[config.mk]
export PLATFORM = sky130hd
export DESIGN_NAME = quadrature_dimmer_level
export DESIGN_NICKNAME = d
export VERILOG_FILES = /design/src/qdl_pkg.sv /design/src/quadrature_dimmer_level.sv
export SDC_FILE = /design/constraint.sdc
export NUM_CORES = 1
export LEC_CHECK = 0
export ABC_AREA = 1
export BUFFER_PORTS_ARGS = -buffer_cell sky130_fd_sc_hd__buf_2
export CAP_MARGIN = 20
export CORE_MARGIN = 5
export CORE_UTILIZATION = 52
export DETAILED_ROUTE_END_ITERATION = 12
export PLACE_DENSITY = 0.87
export SETUP_SLACK_MARGIN = 0.05
export SYNTH_ARGS = -nofsm -noshare
export SYNTH_HDL_FRONTEND = slang
export SYNTH_SLANG_ARGS = --single-unit
[constraint.sdc]
create_clock -name clk -period 2.46 [get_ports clk]
set_input_delay 0 -clock clk [delete_from_list [all_inputs] [get_ports clk]]
set_output_delay 0 -clock clk [all_outputs]
set_load 0.02 [all_outputs]
[src/qdl_pkg.sv]
`timescale 1ns / 1ps

package qdl_pkg;

    localparam int LEVEL_W = 8;
    localparam int HIST_W  = 4;
    localparam int DUTY_W  = 10;
    localparam int MODE_W  = 2;

    localparam logic OP_SAMPLE = 1'b0;
    localparam logic OP_TOGGLE = 1'b1;

    typedef enum logic [MODE_W-1:0] {
        DRIVE_LOW  = 2'd0,
        DRIVE_PWM  = 2'd1,
        DRIVE_HIGH = 2'd2
    } drive_mode_t;

    localparam logic [LEVEL_W-1:0] LEVEL_MAX   = 8'd255;
    localparam logic [LEVEL_W-1:0] HIGH_THRESH = 8'd250;
    localparam logic [LEVEL_W-1:0] LOW_THRESH  = 8'd15;
    localparam logic [LEVEL_W-1:0] STEP_RESET  = 8'd5;

    localparam logic [HIST_W-1:0] HIST_EDGE_LEAD  = 4'b0011;
    localparam logic [HIST_W-1:0] HIST_EDGE_TRAIL = 4'b1001;

endpackage

[src/quadrature_dimmer_level.sv]
`timescale 1ns / 1ps

// pipeline: an accepted input word is held in the input register and passes to the result
// register once the result register is empty or the result side takes its word
// throughput: one input word per cycle, sustained while the result side takes words
// reset: step size returns to 5, line history, level and remembered level clear to zero,
// both pipeline stages empty

module quadrature_dimmer_level
    import qdl_pkg::*;
(
    input  logic        clk,
    input  logic        rst_n,

    input  logic        cfg_valid,
    output logic        cfg_ready,
    input  logic [7:0]  cfg_data,       // step_size

    input  logic        s_axis_tvalid,
    output logic        s_axis_tready,
    input  logic [7:0]  s_axis_tdata,   // line_a, line_b, zero fill
    input  logic [0:0]  s_axis_tuser,   // opcode

    output logic        m_axis_tvalid,
    input  logic        m_axis_tready,
    output logic [23:0] m_axis_tdata    // level, drive_mode, pwm_duty, changed, zero fill
);

    logic [LEVEL_W-1:0] step_reg;

    logic               in_valid_reg;
    logic               in_op_reg;
    logic               in_a_reg;
    logic               in_b_reg;

    logic               prev_a_reg;
    logic               prev_a_next;
    logic               prev_b_reg;
    logic               prev_b_next;
    logic [HIST_W-1:0]  hist_a_reg;
    logic [HIST_W-1:0]  hist_a_next;
    logic [HIST_W-1:0]  hist_b_reg;
    logic [HIST_W-1:0]  hist_b_next;
    logic [LEVEL_W-1:0] level_reg;
    logic [LEVEL_W-1:0] level_next;
    logic [LEVEL_W-1:0] remem_reg;
    logic [LEVEL_W-1:0] remem_next;

    logic               out_valid_reg;
    logic [LEVEL_W-1:0] out_level_reg;
    drive_mode_t        out_mode_reg;
    drive_mode_t        out_mode_next;
    logic [DUTY_W-1:0]  out_duty_reg;
    logic [DUTY_W-1:0]  out_duty_next;
    logic               out_changed_reg;
    logic               changed_next;

    logic               out_free;
    logic               work_fire;
    logic [LEVEL_W:0]   sum_up;
    logic [LEVEL_W-1:0] enc_level;

    assign out_free      = !out_valid_reg || m_axis_tready;
    assign s_axis_tready = !in_valid_reg || out_free;
    assign work_fire     = in_valid_reg && out_free;
    assign cfg_ready     = 1'b1;

    assign m_axis_tvalid = out_valid_reg;
    assign m_axis_tdata  = {3'b000, out_changed_reg, out_duty_reg, out_mode_reg, out_level_reg};

    assign sum_up = {1'b0, level_reg} + {1'b0, step_reg};

    always_comb
    begin
        prev_a_next  = prev_a_reg;
        prev_b_next  = prev_b_reg;
        hist_a_next  = hist_a_reg;
        hist_b_next  = hist_b_reg;
        level_next   = level_reg;
        remem_next   = remem_reg;
        changed_next = 1'b0;
        enc_level    = level_reg;
        if (in_op_reg == OP_TOGGLE)
        begin
            changed_next = 1'b1;
            if (level_reg == '0)
            begin
                level_next = (remem_reg == '0) ? LEVEL_MAX : remem_reg;
                remem_next = '0;
            end
            else
            begin
                level_next = '0;
            end
        end
        else if (in_a_reg != prev_a_reg || in_b_reg != prev_b_reg)
        begin
            changed_next = 1'b1;
            prev_a_next  = in_a_reg;
            prev_b_next  = in_b_reg;
            hist_a_next  = {hist_a_reg[HIST_W-2:0], in_a_reg};
            hist_b_next  = {hist_b_reg[HIST_W-2:0], in_b_reg};
            if (hist_a_next == HIST_EDGE_LEAD && hist_b_next == HIST_EDGE_TRAIL)
            begin
                enc_level = sum_up[LEVEL_W] ? LEVEL_MAX : sum_up[LEVEL_W-1:0];
            end
            else if (hist_a_next == HIST_EDGE_TRAIL && hist_b_next == HIST_EDGE_LEAD)
            begin
                enc_level = (level_reg > step_reg) ? level_reg - step_reg : '0;
            end
            level_next = enc_level;
            if (enc_level != '0 && remem_reg != '0)
            begin
                remem_next = '0;
            end
        end
    end

    always_comb
    begin
        out_duty_next = '0;
        if (level_next >= HIGH_THRESH)
        begin
            out_mode_next = DRIVE_HIGH;
        end
        else if (level_next > LOW_THRESH)
        begin
            out_mode_next = DRIVE_PWM;
            out_duty_next = {level_next, 2'b00};
        end
        else
        begin
            out_mode_next = DRIVE_LOW;
        end
    end

    always_ff @(posedge clk or negedge rst_n)
    begin
        if (!rst_n)
        begin
            step_reg      <= STEP_RESET;
            in_valid_reg  <= 1'b0;
            out_valid_reg <= 1'b0;
            prev_a_reg    <= 1'b0;
            prev_b_reg    <= 1'b0;
            hist_a_reg    <= '0;
            hist_b_reg    <= '0;
            level_reg     <= '0;
            remem_reg     <= '0;
        end
        else
        begin
            if (cfg_valid && cfg_ready)
            begin
                step_reg <= cfg_data;
            end
            if (s_axis_tready)
            begin
                in_valid_reg <= s_axis_tvalid;
            end
            if (out_free)
            begin
                out_valid_reg <= in_valid_reg;
            end
            if (work_fire)
            begin
                prev_a_reg <= prev_a_next;
                prev_b_reg <= prev_b_next;
                hist_a_reg <= hist_a_next;
                hist_b_reg <= hist_b_next;
                level_reg  <= level_next;
                remem_reg  <= remem_next;
            end
        end
    end

    // payload registers
    always_ff @(posedge clk)
    begin
        if (s_axis_tvalid && s_axis_tready)
        begin
            in_op_reg <= s_axis_tuser[0];
            in_a_reg  <= s_axis_tdata[0];
            in_b_reg  <= s_axis_tdata[1];
        end
        if (work_fire)
        begin
            out_level_reg   <= level_next;
            out_mode_reg    <= out_mode_next;
            out_duty_reg    <= out_duty_next;
            out_changed_reg <= changed_next;
        end
    end

endmodule
# After elaboration in Yosys (flattened, before gate mapping)
# Index checks and enable logic that the tools add are counted.
# totals
regBits,58
inputBits,22
wordCells,66
# classes
add_sub_neg,2
order_cmp,3
n_eq_ne,7
muxes,16
n_bitwise,2
n_reduce_logical,19
# op_table
op,count
$mux W8,14
$logic_not A8 Y1,2
$reduce_bool A8 Y1,2
$add A8 B8 Y9,1
$eq A4 B2 Y1 const B,2
$eq A4 B4 Y1 const B,2
$ge A8 B8 Y1 const B,1
$gt A8 B4 Y1 const B,1
$gt A8 B8 Y1,1
$sub A8 B8 Y8,1
$logic_and A1 B1 Y1,5
$reduce_and A4 Y1,1
$reduce_bool A2 Y1,2
$logic_or A1 B1 Y1,3
$reduce_and A3 Y1,1
$logic_not A1 Y1,2
$mux W1,2
$ne A1 B1 Y1,2
$ne A2 B1 Y1 const B,1
$not A1 Y1,2
$reduce_or A2 Y1,1

# Depth between registers and ports, before layout
# Gate-level depths: netlist (run 1).
# depth
ltp_word,11
ltp_mapped,19

# Least setup slack after synthesis (run 1)
# No wires, ideal clock.
# synth_path
path_kind,flip-flop to flip-flop
start,reg level_reg[0]
end,reg out_duty_reg[2] (data pin)
setup_ns,0.253
arrival_time_ns,2.135
required_time_ns,2.207
path_slack_ns,0.072
stages_incl_launch_ff,20
synth_period_minus_slack_ns,2.388
cell_sequence,dfrtp_1 inv_1 ha_1 fa_1 inv_1 nand2_1 nand2_1 nand3_2 nand2_4 nand2_4 inv_4 nand3_2 nand2_1 nand2_2 nand2_4 nand2_2 nor2_2 nand3_2 nand2_4 nor2_2
# synth_between
elab_chain_cells,11
# synth_lines
element,line,rtl
"start, declared",quadrature_dimmer_level.sv:44,logic [LEVEL_W-1:0] level_reg;
"start signal, assigned",quadrature_dimmer_level.sv:171,level_reg <= level_next;
$sub A8 B8 Y8 / $gt A8 B8 Y1 (equally long branches),quadrature_dimmer_level.sv:109,enc_level = (level_reg > step_reg) ? level_reg - step_reg : '0;
$mux W8,quadrature_dimmer_level.sv:109,
$mux W8,quadrature_dimmer_level.sv:107,else if (hist_a_next == HIST_EDGE_TRAIL && hist_b_next == HIST_EDGE_LEAD)
$mux W8,quadrature_dimmer_level.sv:103,if (hist_a_next == HIST_EDGE_LEAD && hist_b_next == HIST_EDGE_TRAIL)
$mux W8,quadrature_dimmer_level.sv:96,else if (in_a_reg != prev_a_reg || in_b_reg != prev_b_reg)
$mux W8,quadrature_dimmer_level.sv:83,if (in_op_reg == OP_TOGGLE)
$mux W8,quadrature_dimmer_level.sv:96,
$mux W8 (*),quadrature_dimmer_level.sv:83,
named net level_next[6],quadrature_dimmer_level.sv:45,logic [LEVEL_W-1:0] level_next;
$gt A8 B4 Y1,quadrature_dimmer_level.sv:126,else if (level_next > LOW_THRESH)
$not A1 Y1 (no source line),--,
$reduce_or A2 Y1 (no source line) (*),--,
"end signal, assigned",quadrature_dimmer_level.sv:190,out_duty_reg <= out_duty_next;
"end, declared",quadrature_dimmer_level.sv:53,logic [DUTY_W-1:0] out_duty_reg;
# The timed path passes the listed nets; every way through them passes the cells marked *. The select of a mux whose other input is x is not followed.
# A chain may end at the register's enable or synchronous reset.

# Worst setup path after layout (run 1)
# layout_path
start,reg level_reg[0]
end,reg out_duty_reg[8] (data pin)
# layout_between
elab_chain_cells,11
# layout_lines
element,line
$sub A8 B8 Y8 / $gt A8 B8 Y1 (equally long branches),quadrature_dimmer_level.sv:109
$mux W8,quadrature_dimmer_level.sv:109
$mux W8,quadrature_dimmer_level.sv:107
$mux W8,quadrature_dimmer_level.sv:103
$mux W8,quadrature_dimmer_level.sv:96
$mux W8,quadrature_dimmer_level.sv:83
$mux W8,quadrature_dimmer_level.sv:96
$mux W8 (*),quadrature_dimmer_level.sv:83
named net level_next[6],quadrature_dimmer_level.sv:45
$gt A8 B4 Y1,quadrature_dimmer_level.sv:126
$not A1 Y1 (no source line),--
$reduce_or A2 Y1 (no source line),--
# Marked as above.

==> results of run 1 <==
[cells by family after synthesis]
kind of cell,synth area share
AOI/OAI and AO/OA,0.08096
xor gates and xnor gates,0.008295
adders and majority gates,0.09163
buffers and inverters,0.1134
DFF,0.3989
muxes,0.003554
other,0.002371
and+or+nand+nor,0.3009
[cell usage after synthesis]
cell type,count
a21oi_2,4
a21oi_1,17
dfrtp_1,22
edfxtp_1,22
clkbuf_1,3
nand3_2,7
inv_1,58
nand4_1,3
and2_1,2
or2_4,1
nand2_4,5
ha_1,20
buf_4,10
nor2_4,1
conb_1,2
nand3_1,26
nor3_1,1
o21bai_1,1
o221ai_1,1
nand2_1,101
o21ai_0,23
o21ai_1,1
nand3b_1,3
nand2_2,7
nor3_4,1
fa_1,2
buf_6,2
xnor2_1,1
inv_2,7
nand2b_1,1
inv_4,1
mux2_2,1
dfstp_2,2
nor2_1,26
nor2_2,12
xor2_1,2
[area by class of cell]
| cell class | count | area [sq um] | share of cell area |
|---|---|---|---|
| tap | 75 | 93.84 | 0.02254 |
| sequential | 46 | 1265 | 0.3038 |
| inverter | 66 | 250.2 | 0.06010 |
| clock buffer | 5 | 68.82 | 0.01653 |
| timing repair buffer | 100 | 705.7 | 0.1695 |
| multi-input combinational | 276 | 1737 | 0.4171 |
| clock inverter | 3 | 43.79 | 0.01052 |
[where the power goes]
part | total, mW | switching (mW) | leakage (nW) | internal [mW]
Sequential | 1.22 | 0.139 | 0.506 | 1.08
Clock | 0.585 | 0.280 | 0.0585 | 0.305
Combinational | 3.08 | 1.81 | 1.51 | 1.27
[worst register-to-register path, stage by stage (launching register included)]
cell,delay (ns)
dfrtp_1,0.42
buf_6,0.14
ha_4,0.16
fa_2,0.37
buf_6,0.14
nand3_2,0.07
nand3_1,0.08
nand2_1,0.07
nand2_1,0.06
nor2_1,0.11
nor2_1,0.06
nand2_2,0.08
nand2_4,0.07
buf_4,0.13
buf_4,0.12
buf_4,0.12
inv_1,0.05
nor2_2,0.03
[per-layer routing]
metal	vias to the layer above	GRT usage	wire length (um)
met2	126	0.4123	4332
met1	1419	0.2808	3422
met3	33	0.04610	561
met4	0	0.09478	350
met5	-	0	0
li1	1437	-	-
[through the flow]
stage | TNS, ns | instances | util | area, sq um
6_report | -0.3593 | 571 | 0.7033 | 4164
5_1_grt | -1.216 | 571 | 0.7033 | 4164
4_1_cts | -0.2559 | 565 | 0.6801 | 4026
3_5_place_dp | -1.810 | 535 | 0.6112 | 3618
3_3_place_gp | -0.6314 | 535 | 0.6112 | 3618
2_1_floorplan | 0 | 403 | - | 3183
[timing repair]
item | 4_1_cts | 5_1_grt
resized for setup | 25 | 22
endpoints found under the hold margin | 35 | 0
setup buffers | 8 | 6
endpoints found under the setup margin | 14 | 17
hold buffers | 15 | 0
pin swaps | 14 | 12
[path summary, 6_finish.rpt]
check	startpoint	end	slack, ns	cells after the start
setup / recovery	level_reg[0]	out_duty_reg[8]	-0.07	17
hold / removal	cfg_valid	step_reg[2]	0.02	3
setup reg to reg	level_reg[0]	out_duty_reg[8]	-0.07	17
hold reg to reg	hist_a_reg[0]	hist_a_reg[1]	0.53	2
max in group asynchronous	rst_n	step_reg[1]	1.82	2
min in group asynchronous	rst_n	step_reg[7]	0.21	2
==> flow_summary.rst, run 1 <==
.. list-table::
   :header-rows: 1

   * - Metric
     - Value
   * - Clock slew seen by the registers of the worst setup and hold paths
     - 0.09 ns
   * - Count of input and output buffers
     - 36
   * - Number of hold-slack violations in the final timing report
     - 0
   * - Commonest non-fill, non-tap cell in the layout
     - nand2_1
   * - Count of yosys warnings during synthesis
     - 0
   * - Worst min-delay path category
     - input port to register
   * - Wire length of the first global-routing pass
     - 13.88 mm
   * - Seq cells post-synth
     - 46
   * - Total number of vias
     - 3015
   * - Run status
     - complete, but fails checks
   * - Post-synthesis sequential area ratio
     - 0.3989
   * - Count of cell types in the netlist
     - 36
   * - Average via count per standard cell
     - 5.280
   * - Number of antenna violations at the first check in global routing
     - 0
   * - Average instance area after synthesis
     - 7.940 sq um
   * - Routed WL
     - 8.666 mm
   * - Setup repair after global routing missed its margin
     - yes
   * - Power density over cell area
     - 1173 nW/um^2
   * - Tmin final
     - 2.532 ns
   * - Category of cells accounting for the largest share of critical-path delay
     - buffers and inverters
   * - Row count
     - 28
   * - Final Setup Violations
     - 7
   * - Combined buffer and inverter count along the critical path
     - 6
   * - Placeable Area
     - 5921 sq um
   * - Max Fanout on Critical Path
     - 4
   * - Share of cells above drive strength 1
     - 0.3629
   * - Kind of end point of the critical path
     - register
   * - Filler Cells Inserted
     - 443
   * - Highest ir drop seen on vdd
     - 0.0006740 V
   * - Startpoint-to-endpoint class of the critical path
     - register to register
   * - Critical Path Max Stage Delay
     - 0.42 ns
   * - Clk Tree Root Cell
     - clkbuf_8
   * - Final worst clock skew
     - 0.01513 ns
   * - Failing checks
     - negative setup slack
   * - Dominant cell type by count on the critical path
     - buf_4
   * - Iteration-0 DRC Markers
     - 363
   * - Detailed-router iteration count before antenna repair
     - 5
   * - CP max stage cell
     - dfrtp_1
   * - Clock latency at the later pin of the worst-skew pair
     - 0.31 ns
   * - CTS tree
     - done
   * - Die area
     - 7754 sq um
   * - Routability cong.
     - 0.9756
   * - Leakage dissipation
     - 2.070 nW
   * - Grt total ovfl
     - 0
   * - Cts bufs inserted
     - 5
   * - Final nets
     - 539
   * - Initial cell density of the core
     - 0.5351
   * - Final period util
     - 1.029
   * - Number of global-route vias before repair
     - 2991
   * - Max Fclk
     - 394.9 MHz
   * - Number of instances in the synthesized netlist
     - 399
   * - Cell Area, Synth
     - 3168 sq um
   * - Crit path arrival time
     - 2.60 ns
   * - Critical Path RT
     - 2.53 ns
   * - Area share of the leading cell type in the synthesized netlist
     - 0.2085
   * - Final critical-path setup slack
     - -0.07246 ns
   * - Measured slew at the worst slew-check pin
     - 0.8654 ns
   * - Total global routing track utilization
     - 0.2344
   * - Die Width
     - 88.06 um
   * - Largest net degree at the start of global routing
     - 25
   * - Crit start category
     - register
   * - Routed Antenna Nets
     - 0
   * - Maximum clock path buffer count
     - 2
   * - Detailed placer's ending HPWL
     - 6.338 mm
   * - Number of H-tree levels
     - 2
   * - Die Span Y
     - 88.06 um
   * - Final-report max-slew violation count
     - 0
   * - Post-layout power
     - 4.885 mW
   * - Count of max-cap constraint violations
     - 0
   * - Number of clock sinks seen by CTS
     - 46
   * - Top area cells in the synthesized netlist
     - edfxtp_1 21%, dfrtp_1 17%, nand2_1 12%
   * - Critical Path, Cell by Cell
     - buf_6 -> ha_4 -> fa_2 -> buf_6 -> nand3_2 -> nand3_1 -> nand2_1 -> nand2_1 -> nor2_1 -> nor2_1 -> nand2_2 -> nand2_4 -> buf_4 -> buf_4 -> buf_4 -> inv_1 -> nor2_2
   * - Post-route worst hold slack
     - 0.02286 ns
   * - Area Overhead vs Synth
     - 31.44%
   * - Post-route DRC
     - 0
   * - Max-slew headroom
     - 0.4225
   * - Largest area contributor in the netlist
     - edfxtp_1
   * - Routed WL per cell
     - 15.18 um
   * - Diodes inserted
     - 0
   * - Placement Setup Slack
     - -0.2251 ns
   * - Io pins
     - 49
   * - Most used cells in the layout excluding fill and tap cells
     - 89 x nand2_1, 56 x inv_1, 47 x buf_4
Note: power is estimated with default switching activity, not from simulation.
==> inputs of run 2 (changes only) <==
--- a/config.mk
+++ b/config.mk
@@ -11,6 +11,7 @@
 export CORE_MARGIN = 5
 export CORE_UTILIZATION = 52
 export DETAILED_ROUTE_END_ITERATION = 12
+export MAX_ROUTING_LAYER = met4
 export PLACE_DENSITY = 0.87
 export SETUP_SLACK_MARGIN = 0.05
 export SYNTH_ARGS = -nofsm -noshare
==> run 2 against run 1 <==
The flow still finishes with violations (negative setup slack). Sequential share of layout area is 0.30 points higher. First-iteration DRC count is 28% lower. Die area stayed put. Critical endpoint unchanged.
==> flow_summary.rst, run 2 (synthesis results as in run 1) <==
.. list-table::
   :header-rows: 1

   * - Metric
     - Value
   * - Iteration-0 DRC Markers
     - 262
   * - Max Fanout on Critical Path
     - 7
   * - Final-report max-slew violation count
     - 0
   * - Area taken by flip-flops and latches
     - 1265 sq um
   * - Setup slack, reg-to-reg
     - -0.01 ns
   * - Met1 track utilization from global routing
     - 0.2998
   * - Critical Path Max Stage Delay
     - 0.43 ns
   * - Share of cells above drive strength 1
     - 0.3442
   * - Total global routing track utilization
     - 0.2374
   * - Cts bufs inserted
     - 5
   * - Row count
     - 28
   * - Final period util
     - 1.006
   * - Routed WL
     - 8.420 mm
   * - Final Setup Violations
     - 6
   * - Clock slew seen by the registers of the worst setup and hold paths
     - 0.09 ns
   * - Maximum clock path buffer count
     - 2
   * - Critical Path, Cell by Cell
     - inv_2 -> ha_4 -> fa_2 -> inv_2 -> nand2_2 -> nand2_4 -> nand3_4 -> nand2_4 -> nand2_4 -> inv_4 -> nand3_2 -> nand2_2 -> nand2_2 -> nand2_4 -> nand2_2 -> nor2_2 -> nand3_2 -> nand2_4 -> nor2_2
   * - Final critical-path setup slack
     - -0.01393 ns
   * - Power density over cell area
     - 1165 nW/um^2
   * - Most utilized layer in the global route result
     - met2
   * - Dominant cell type by count on the critical path
     - nand2_4
   * - Clk Tree Root Cell
     - clkbuf_8
   * - Final nets
     - 534
   * - Number of H-tree levels
     - 2
   * - Startpoint-to-endpoint class of the critical path
     - register to register
   * - Filler Cells Inserted
     - 443
   * - Count of max-cap constraint violations
     - 0
   * - Max Fclk
     - 404.2 MHz
   * - Detailed-router iteration count before antenna repair
     - 5
   * - Final worst clock skew
     - 0.008209 ns
   * - Post-route DRC
     - 0
   * - Placeable Area
     - 5921 sq um
   * - Routed Antenna Nets
     - 0
   * - Average via count per standard cell
     - 5.228
   * - Measured slew at the worst slew-check pin
     - 0.8525 ns
   * - Grt total ovfl
     - 0
   * - Clock latency at the later pin of the worst-skew pair
     - 0.31 ns
   * - Commonest non-fill, non-tap cell in the layout
     - nand2_1
   * - Die Width
     - 88.06 um
   * - Leakage dissipation
     - 2.044 nW
   * - Count of input and output buffers
     - 36
   * - Io pins
     - 49
   * - Die area
     - 7754 sq um
   * - Run status
     - complete, but fails checks
   * - Area Overhead vs Synth
     - 30.13%
   * - Number of hold-slack violations in the final timing report
     - 0
   * - Detailed placer's ending HPWL
     - 6.068 mm
   * - Routed WL per cell
     - 14.85 um
   * - M3 GR Usage
     - 0.03104
   * - Number of global-route vias before repair
     - 2914
   * - Largest net degree at the start of global routing
     - 25
   * - CP max stage cell
     - dfrtp_1
   * - Highest ir drop seen on vdd
     - 0.0006960 V
   * - Setup repair after global routing missed its margin
     - yes
   * - Number of antenna violations at the first check in global routing
     - 0
   * - CTS tree
     - done
   * - Failing checks
     - negative setup slack
   * - Kind of end point of the critical path
     - register
   * - Crit start category
     - register
   * - Combined buffer and inverter count along the critical path
     - 3
   * - Category of cells accounting for the largest share of critical-path delay
     - simple AND/OR/NAND/NOR gates
   * - Routability cong.
     - 0.9974
   * - Total area of multi-input combinational cells
     - 1740 sq um
   * - Total number of vias
     - 2964
   * - Post-layout power
     - 4.801 mW
   * - Worst min-delay path category
     - input port to register
   * - Max-slew headroom
     - 0.4311
   * - Crit path arrival time
     - 2.55 ns
   * - Critical Path RT
     - 2.54 ns
   * - GR Layer Usage met2
     - 0.3863
   * - Most used cells in the layout excluding fill and tap cells
     - 93 x nand2_1, 56 x inv_1, 45 x buf_4
   * - Die Span Y
     - 88.06 um
   * - Tmin final
     - 2.474 ns
   * - Number of clock sinks seen by CTS
     - 46
   * - Placement Setup Slack
     - -0.1501 ns
   * - Wire length of the first global-routing pass
     - 13.70 mm
   * - Initial cell density of the core
     - 0.5351
[run 2: cell types whose count changed in the layout (fill, tap and decap cells not counted), sizes merged]
cell         before  now
dlygate4sd3      15   14
diode             0    1
buf              85   81
[run 2: final timing paths]
path                               startpoint  cells past startpoint               to
worst max-delay path             level_reg[0]                     19  out_duty_reg[8]
worst min-delay path                cfg_valid                      3      step_reg[2]
worst max register to register   level_reg[0]                     19  out_duty_reg[8]
worst min register to register  hist_b_reg[0]                      2    hist_b_reg[1]
max in group asynchronous               rst_n                      2      step_reg[1]
min in group asynchronous               rst_n                      2      step_reg[6]
[run 2: area by class of cell]
cell class | count | area share
well taps | 75 | 0.02276
clock inverters | 3 | 0.01062
multi-input cells | 276 | 0.4222
repair buffers | 95 | 0.1596
inverters | 66 | 0.06070
flip-flops and latches | 46 | 0.3068
diodes | 1 | 0.0006070
clock buffers | 5 | 0.01669
[run 2: what timing repair did]
item,4_1_cts,5_1_grt
resized for setup,17,30
pin swaps,2,9
hold endpoints to repair,35,0
endpoints found under the setup margin,11,13
hold buffers,14,0
setup buffers,4,3
[run 2: routing by layer]
layer  up-vias  share of wire
met5         -              0
met2       140           0.49
met1      1355           0.41
li1       1435              -
met4         0          0.029
met3        34          0.071
[run 2: worst register-to-register path, stage by stage (launching register included)]
cell and delay, ns:
dfrtp_1 0.43, inv_2 0.07, ha_4 0.16, fa_2 0.34
inv_2 0.06, nand2_2 0.05, nand2_4 0.08, nand3_4 0.07
nand2_4 0.10, nand2_4 0.06, inv_4 0.07, nand3_2 0.07
nand2_2 0.06, nand2_2 0.07, nand2_4 0.08, nand2_2 0.05
nor2_2 0.11, nand3_2 0.12, nand2_4 0.15, nor2_2 0.05
[run 2: where the power goes]
group	internal, mW	total [mW]	switching (mW)	leakage [nW]
Sequential	1.08	1.23	0.150	0.506
Combinational	1.24	3.00	1.76	1.48
Clock	0.305	0.574	0.269	0.0585
[run 2: through the flow]
| stage | util | cell area [sq um] | instances | hold slack [ns] | setup TNS, ns |
|---|---|---|---|---|---|
| after floorplan | - | 3183 | 403 | -0.2956 | 0 |
| after global placement | 0.6137 | 3633 | 537 | 0.02351 | -0.7552 |
| after detailed placement | 0.6137 | 3633 | 537 | 0.02956 | -1.184 |
| after CTS | 0.6710 | 3973 | 563 | 0.01178 | 0 |
| after global routing | 0.6959 | 4120 | 566 | 0.07901 | -1.301 |
| final | 0.6963 | 4123 | 567 | 0.01693 | -0.03288 |
==> inputs of run 3 (changes only) <==
--- a/config.mk
+++ b/config.mk
@@ -9,11 +9,13 @@
 export BUFFER_PORTS_ARGS = -buffer_cell sky130_fd_sc_hd__buf_2
 export CAP_MARGIN = 20
 export CORE_MARGIN = 5
-export CORE_UTILIZATION = 52
+export CORE_UTILIZATION = 57
 export DETAILED_ROUTE_END_ITERATION = 12
+export HOLD_SLACK_MARGIN = 0.15
 export MAX_ROUTING_LAYER = met4
-export PLACE_DENSITY = 0.87
+export PLACE_DENSITY = 0.9
 export SETUP_SLACK_MARGIN = 0.05
+export SKIP_CTS_REPAIR_TIMING = 1
 export SYNTH_ARGS = -nofsm -noshare
 export SYNTH_HDL_FRONTEND = slang
 export SYNTH_SLANG_ARGS = --single-unit
==> constraint.sdc (replaced) <==
create_clock -name clk -period 2.5 [get_ports clk]
set_input_delay 0 -clock clk [delete_from_list [all_inputs] [get_ports clk]]
set_output_delay 0 -clock clk [all_outputs]
set_load 0.02 [all_outputs]
==> run 3 against run 2 <==
The flow still finishes with violations (negative setup slack). Clock power fell by 21%. Hold slack gained 0.16 ns. Fmax shrank 3.0%. Cell count rose by 0.18%. Critical endpoint is now out_duty_reg[2]. Critical path type unchanged. Total power decreased by 8.6%. Non-clock buffer count grew 5. Flip-flop and latch count stayed put. Sequential share of layout area up 0.28 points. Register-to-register slack got worse by 0.04 ns. Critical path depth decreased by 3. Global-route usage fell by 1.9 points.
==> flow_summary.rst, run 3 (synthesis results as in run 1) <==
.. list-table::
   :header-rows: 1

   * - Metric
     - Value
   * - Run status
     - complete, but fails checks
   * - Failing checks
     - negative setup slack
   * - Dominant cell type by count on the critical path
     - nand2_1
   * - Crit path arrival time
     - 2.61 ns
   * - Area taken by flip-flops and latches
     - 1265 sq um
   * - Power density over cell area
     - 1074 nW/um^2
   * - Total area of multi-input combinational cells
     - 1654 sq um
   * - Detailed-router iteration count before antenna repair
     - 5
   * - Iteration-0 DRC Markers
     - 379
   * - Final critical-path setup slack
     - -0.05092 ns
   * - Wire length of the first global-routing pass
     - 12.14 mm
   * - Kind of end point of the critical path
     - register
   * - Die Width
     - 84.55 um
   * - Routability cong.
     - 0.9984
   * - Routed WL
     - 8.385 mm
   * - Highest ir drop seen on vdd
     - 0.0006314 V
   * - Total global routing track utilization
     - 0.2183
   * - Crit start category
     - register
   * - Routed WL per cell
     - 14.76 um
   * - CP max stage cell
     - dfrtp_2
   * - Clk Tree Root Cell
     - clkbuf_8
   * - Total number of vias
     - 3018
   * - Post-route worst hold slack
     - 0.1740 ns
   * - Placed instance count
     - 529
   * - Critical Path Max Stage Delay
     - 0.46 ns
   * - Row count
     - 27
   * - Category of cells accounting for the largest share of critical-path delay
     - simple AND/OR/NAND/NOR gates
   * - Cts bufs inserted
     - 5
   * - Post-route DRC
     - 0
   * - Critical Path RT
     - 2.56 ns
   * - Area Overhead vs Synth
     - 28.95%
   * - Commonest non-fill, non-tap cell in the layout
     - nand2_1
   * - Count of input and output buffers
     - 36
   * - Startpoint-to-endpoint class of the critical path
     - register to register
   * - Leakage dissipation
     - 2.020 nW
   * - Filler Cells Inserted
     - 379
   * - Number of clock sinks seen by CTS
     - 46
   * - Final-report max-slew violation count
     - 0
   * - Diodes inserted
     - 0
   * - Initial cell density of the core
     - 0.5825
   * - Placement Setup Slack
     - -0.1439 ns
   * - Max Fclk
     - 392.0 MHz
   * - Number of hold-slack violations in the final timing report
     - 0
   * - Final worst clock skew
     - 0.009536 ns
   * - Final Setup Violations
     - 7
   * - Final nets
     - 539
   * - Number of H-tree levels
     - 2
   * - Worst min-delay path category
     - input port to register
   * - Count of max-cap constraint violations
     - 0
   * - Average via count per standard cell
     - 5.313
   * - Combined buffer and inverter count along the critical path
     - 1
   * - Clock latency at the later pin of the worst-skew pair
     - 0.30 ns
   * - Non-filler instance count after layout
     - 568
   * - Max Fanout on Critical Path
     - 7
   * - Number of global-route vias before repair
     - 2603
   * - CTS tree
     - done
   * - Share of cells above drive strength 1
     - 0.2903
   * - Number of antenna violations at the first check in global routing
     - 0
   * - Tmin final
     - 2.551 ns
   * - Routed Antenna Nets
     - 0
   * - Final period util
     - 1.020
   * - Setup repair after global routing missed its margin
     - yes
   * - Die Span Y
     - 84.55 um
   * - Grt total ovfl
     - 0
   * - Die area
     - 7149 sq um
   * - Max-slew headroom
     - 0.5974
   * - Largest net degree at the start of global routing
     - 25
   * - Io pins
     - 49
   * - Measured slew at the worst slew-check pin
     - 0.6039 ns
   * - Clock slew seen by the registers of the worst setup and hold paths
     - 0.09 ns
   * - Critical Path, Cell by Cell
     - inv_1 -> ha_1 -> nor2_1 -> nand2_1 -> nand2_1 -> nand2_1 -> nand2_1 -> nand2_1 -> nand3_1 -> nand2_1 -> nor2_1 -> nor2_2 -> nor2_2 -> nand3_2 -> nand2_4 -> nor2_2
   * - Most used cells in the layout excluding fill and tap cells
     - 98 x nand2_1, 56 x inv_1, 36 x buf_2
   * - Detailed placer's ending HPWL
     - 5.880 mm
   * - Maximum clock path buffer count
     - 2
   * - Placeable Area
     - 5439 sq um
[run 3: changes by cell type in the layout (fill, tap and decap cells not counted), moves of 4 or more]
cell	delta
buf_4	-11
nand2_1	+5
dlygate4sd3_1	+16
ha_4	-4
nor2_1	+4
nand2_2	-5
[run 3: metrics by stage]
step / utilization / total power, mW / area, sq um / setup TNS (ns)
3_5_place_dp: 0.6605 / 3.666 / 3592 / -1.061
4_1_cts: 0.6770 / 4.123 / 3682 / -1.153
6_report: 0.7511 / 4.389 / 4085 / -0.2928
2_1_floorplan: - / 2.865 / 3183 / 0
5_1_grt: 0.7511 / 4.730 / 4085 / -1.145
3_3_place_gp: 0.6605 / 3.603 / 3592 / -0.4815
[run 3: worst register-to-register path, stage by stage, from the launching register on]
cell     delay, ns
dfrtp_2       0.46
inv_1         0.12
ha_1          0.34
nor2_1        0.16
nand2_1       0.08
nand2_1       0.12
nand2_1       0.08
nand2_1       0.07
nand2_1       0.07
nand3_1       0.11
nand2_1       0.08
nor2_1        0.14
nor2_2        0.06
nor2_2        0.10
nand3_2       0.11
nand2_4       0.16
nor2_2        0.05
[run 3: per-layer routing]
layer	global-route usage	routed length [um]	part of all wire
met1	0.2813	3419	0.41
met2	0.3573	4089	0.49
met3	0.03140	488	0.058
met4	0.06619	388	0.046
met5	-	0	0
[run 3: worst paths after layout]
| kind | start | to | slack (ns) | cells after the start |
|---|---|---|---|---|
| max | step_reg[1] | out_duty_reg[2] | -0.05 | 16 |
| min | cfg_valid | step_reg[0] | 0.17 | 2 |
| max reg2reg | step_reg[1] | out_duty_reg[2] | -0.05 | 16 |
| min reg2reg | m_axis_tvalid | m_axis_tvalid | 0.53 | 2 |
| max in group asynchronous | rst_n | step_reg[1] | 1.84 | 2 |
| min in group asynchronous | rst_n | step_reg[5] | 0.23 | 2 |
[run 3: final cells by class]
class,instances,area share
timing repair buffer,100,0.1801
clock inverter,3,0.005207
sequential,46,0.3096
clock buffer,5,0.01685
inverter,66,0.06126
multi-input combinational,276,0.4049
tap,72,0.02205
[run 3: report_power, final]
part / switching (mW) / internal (mW)
registers: 0.131 / 1.06
clock network: 0.256 / 0.197
logic: 1.65 / 1.09
total: 2.04 / 2.35
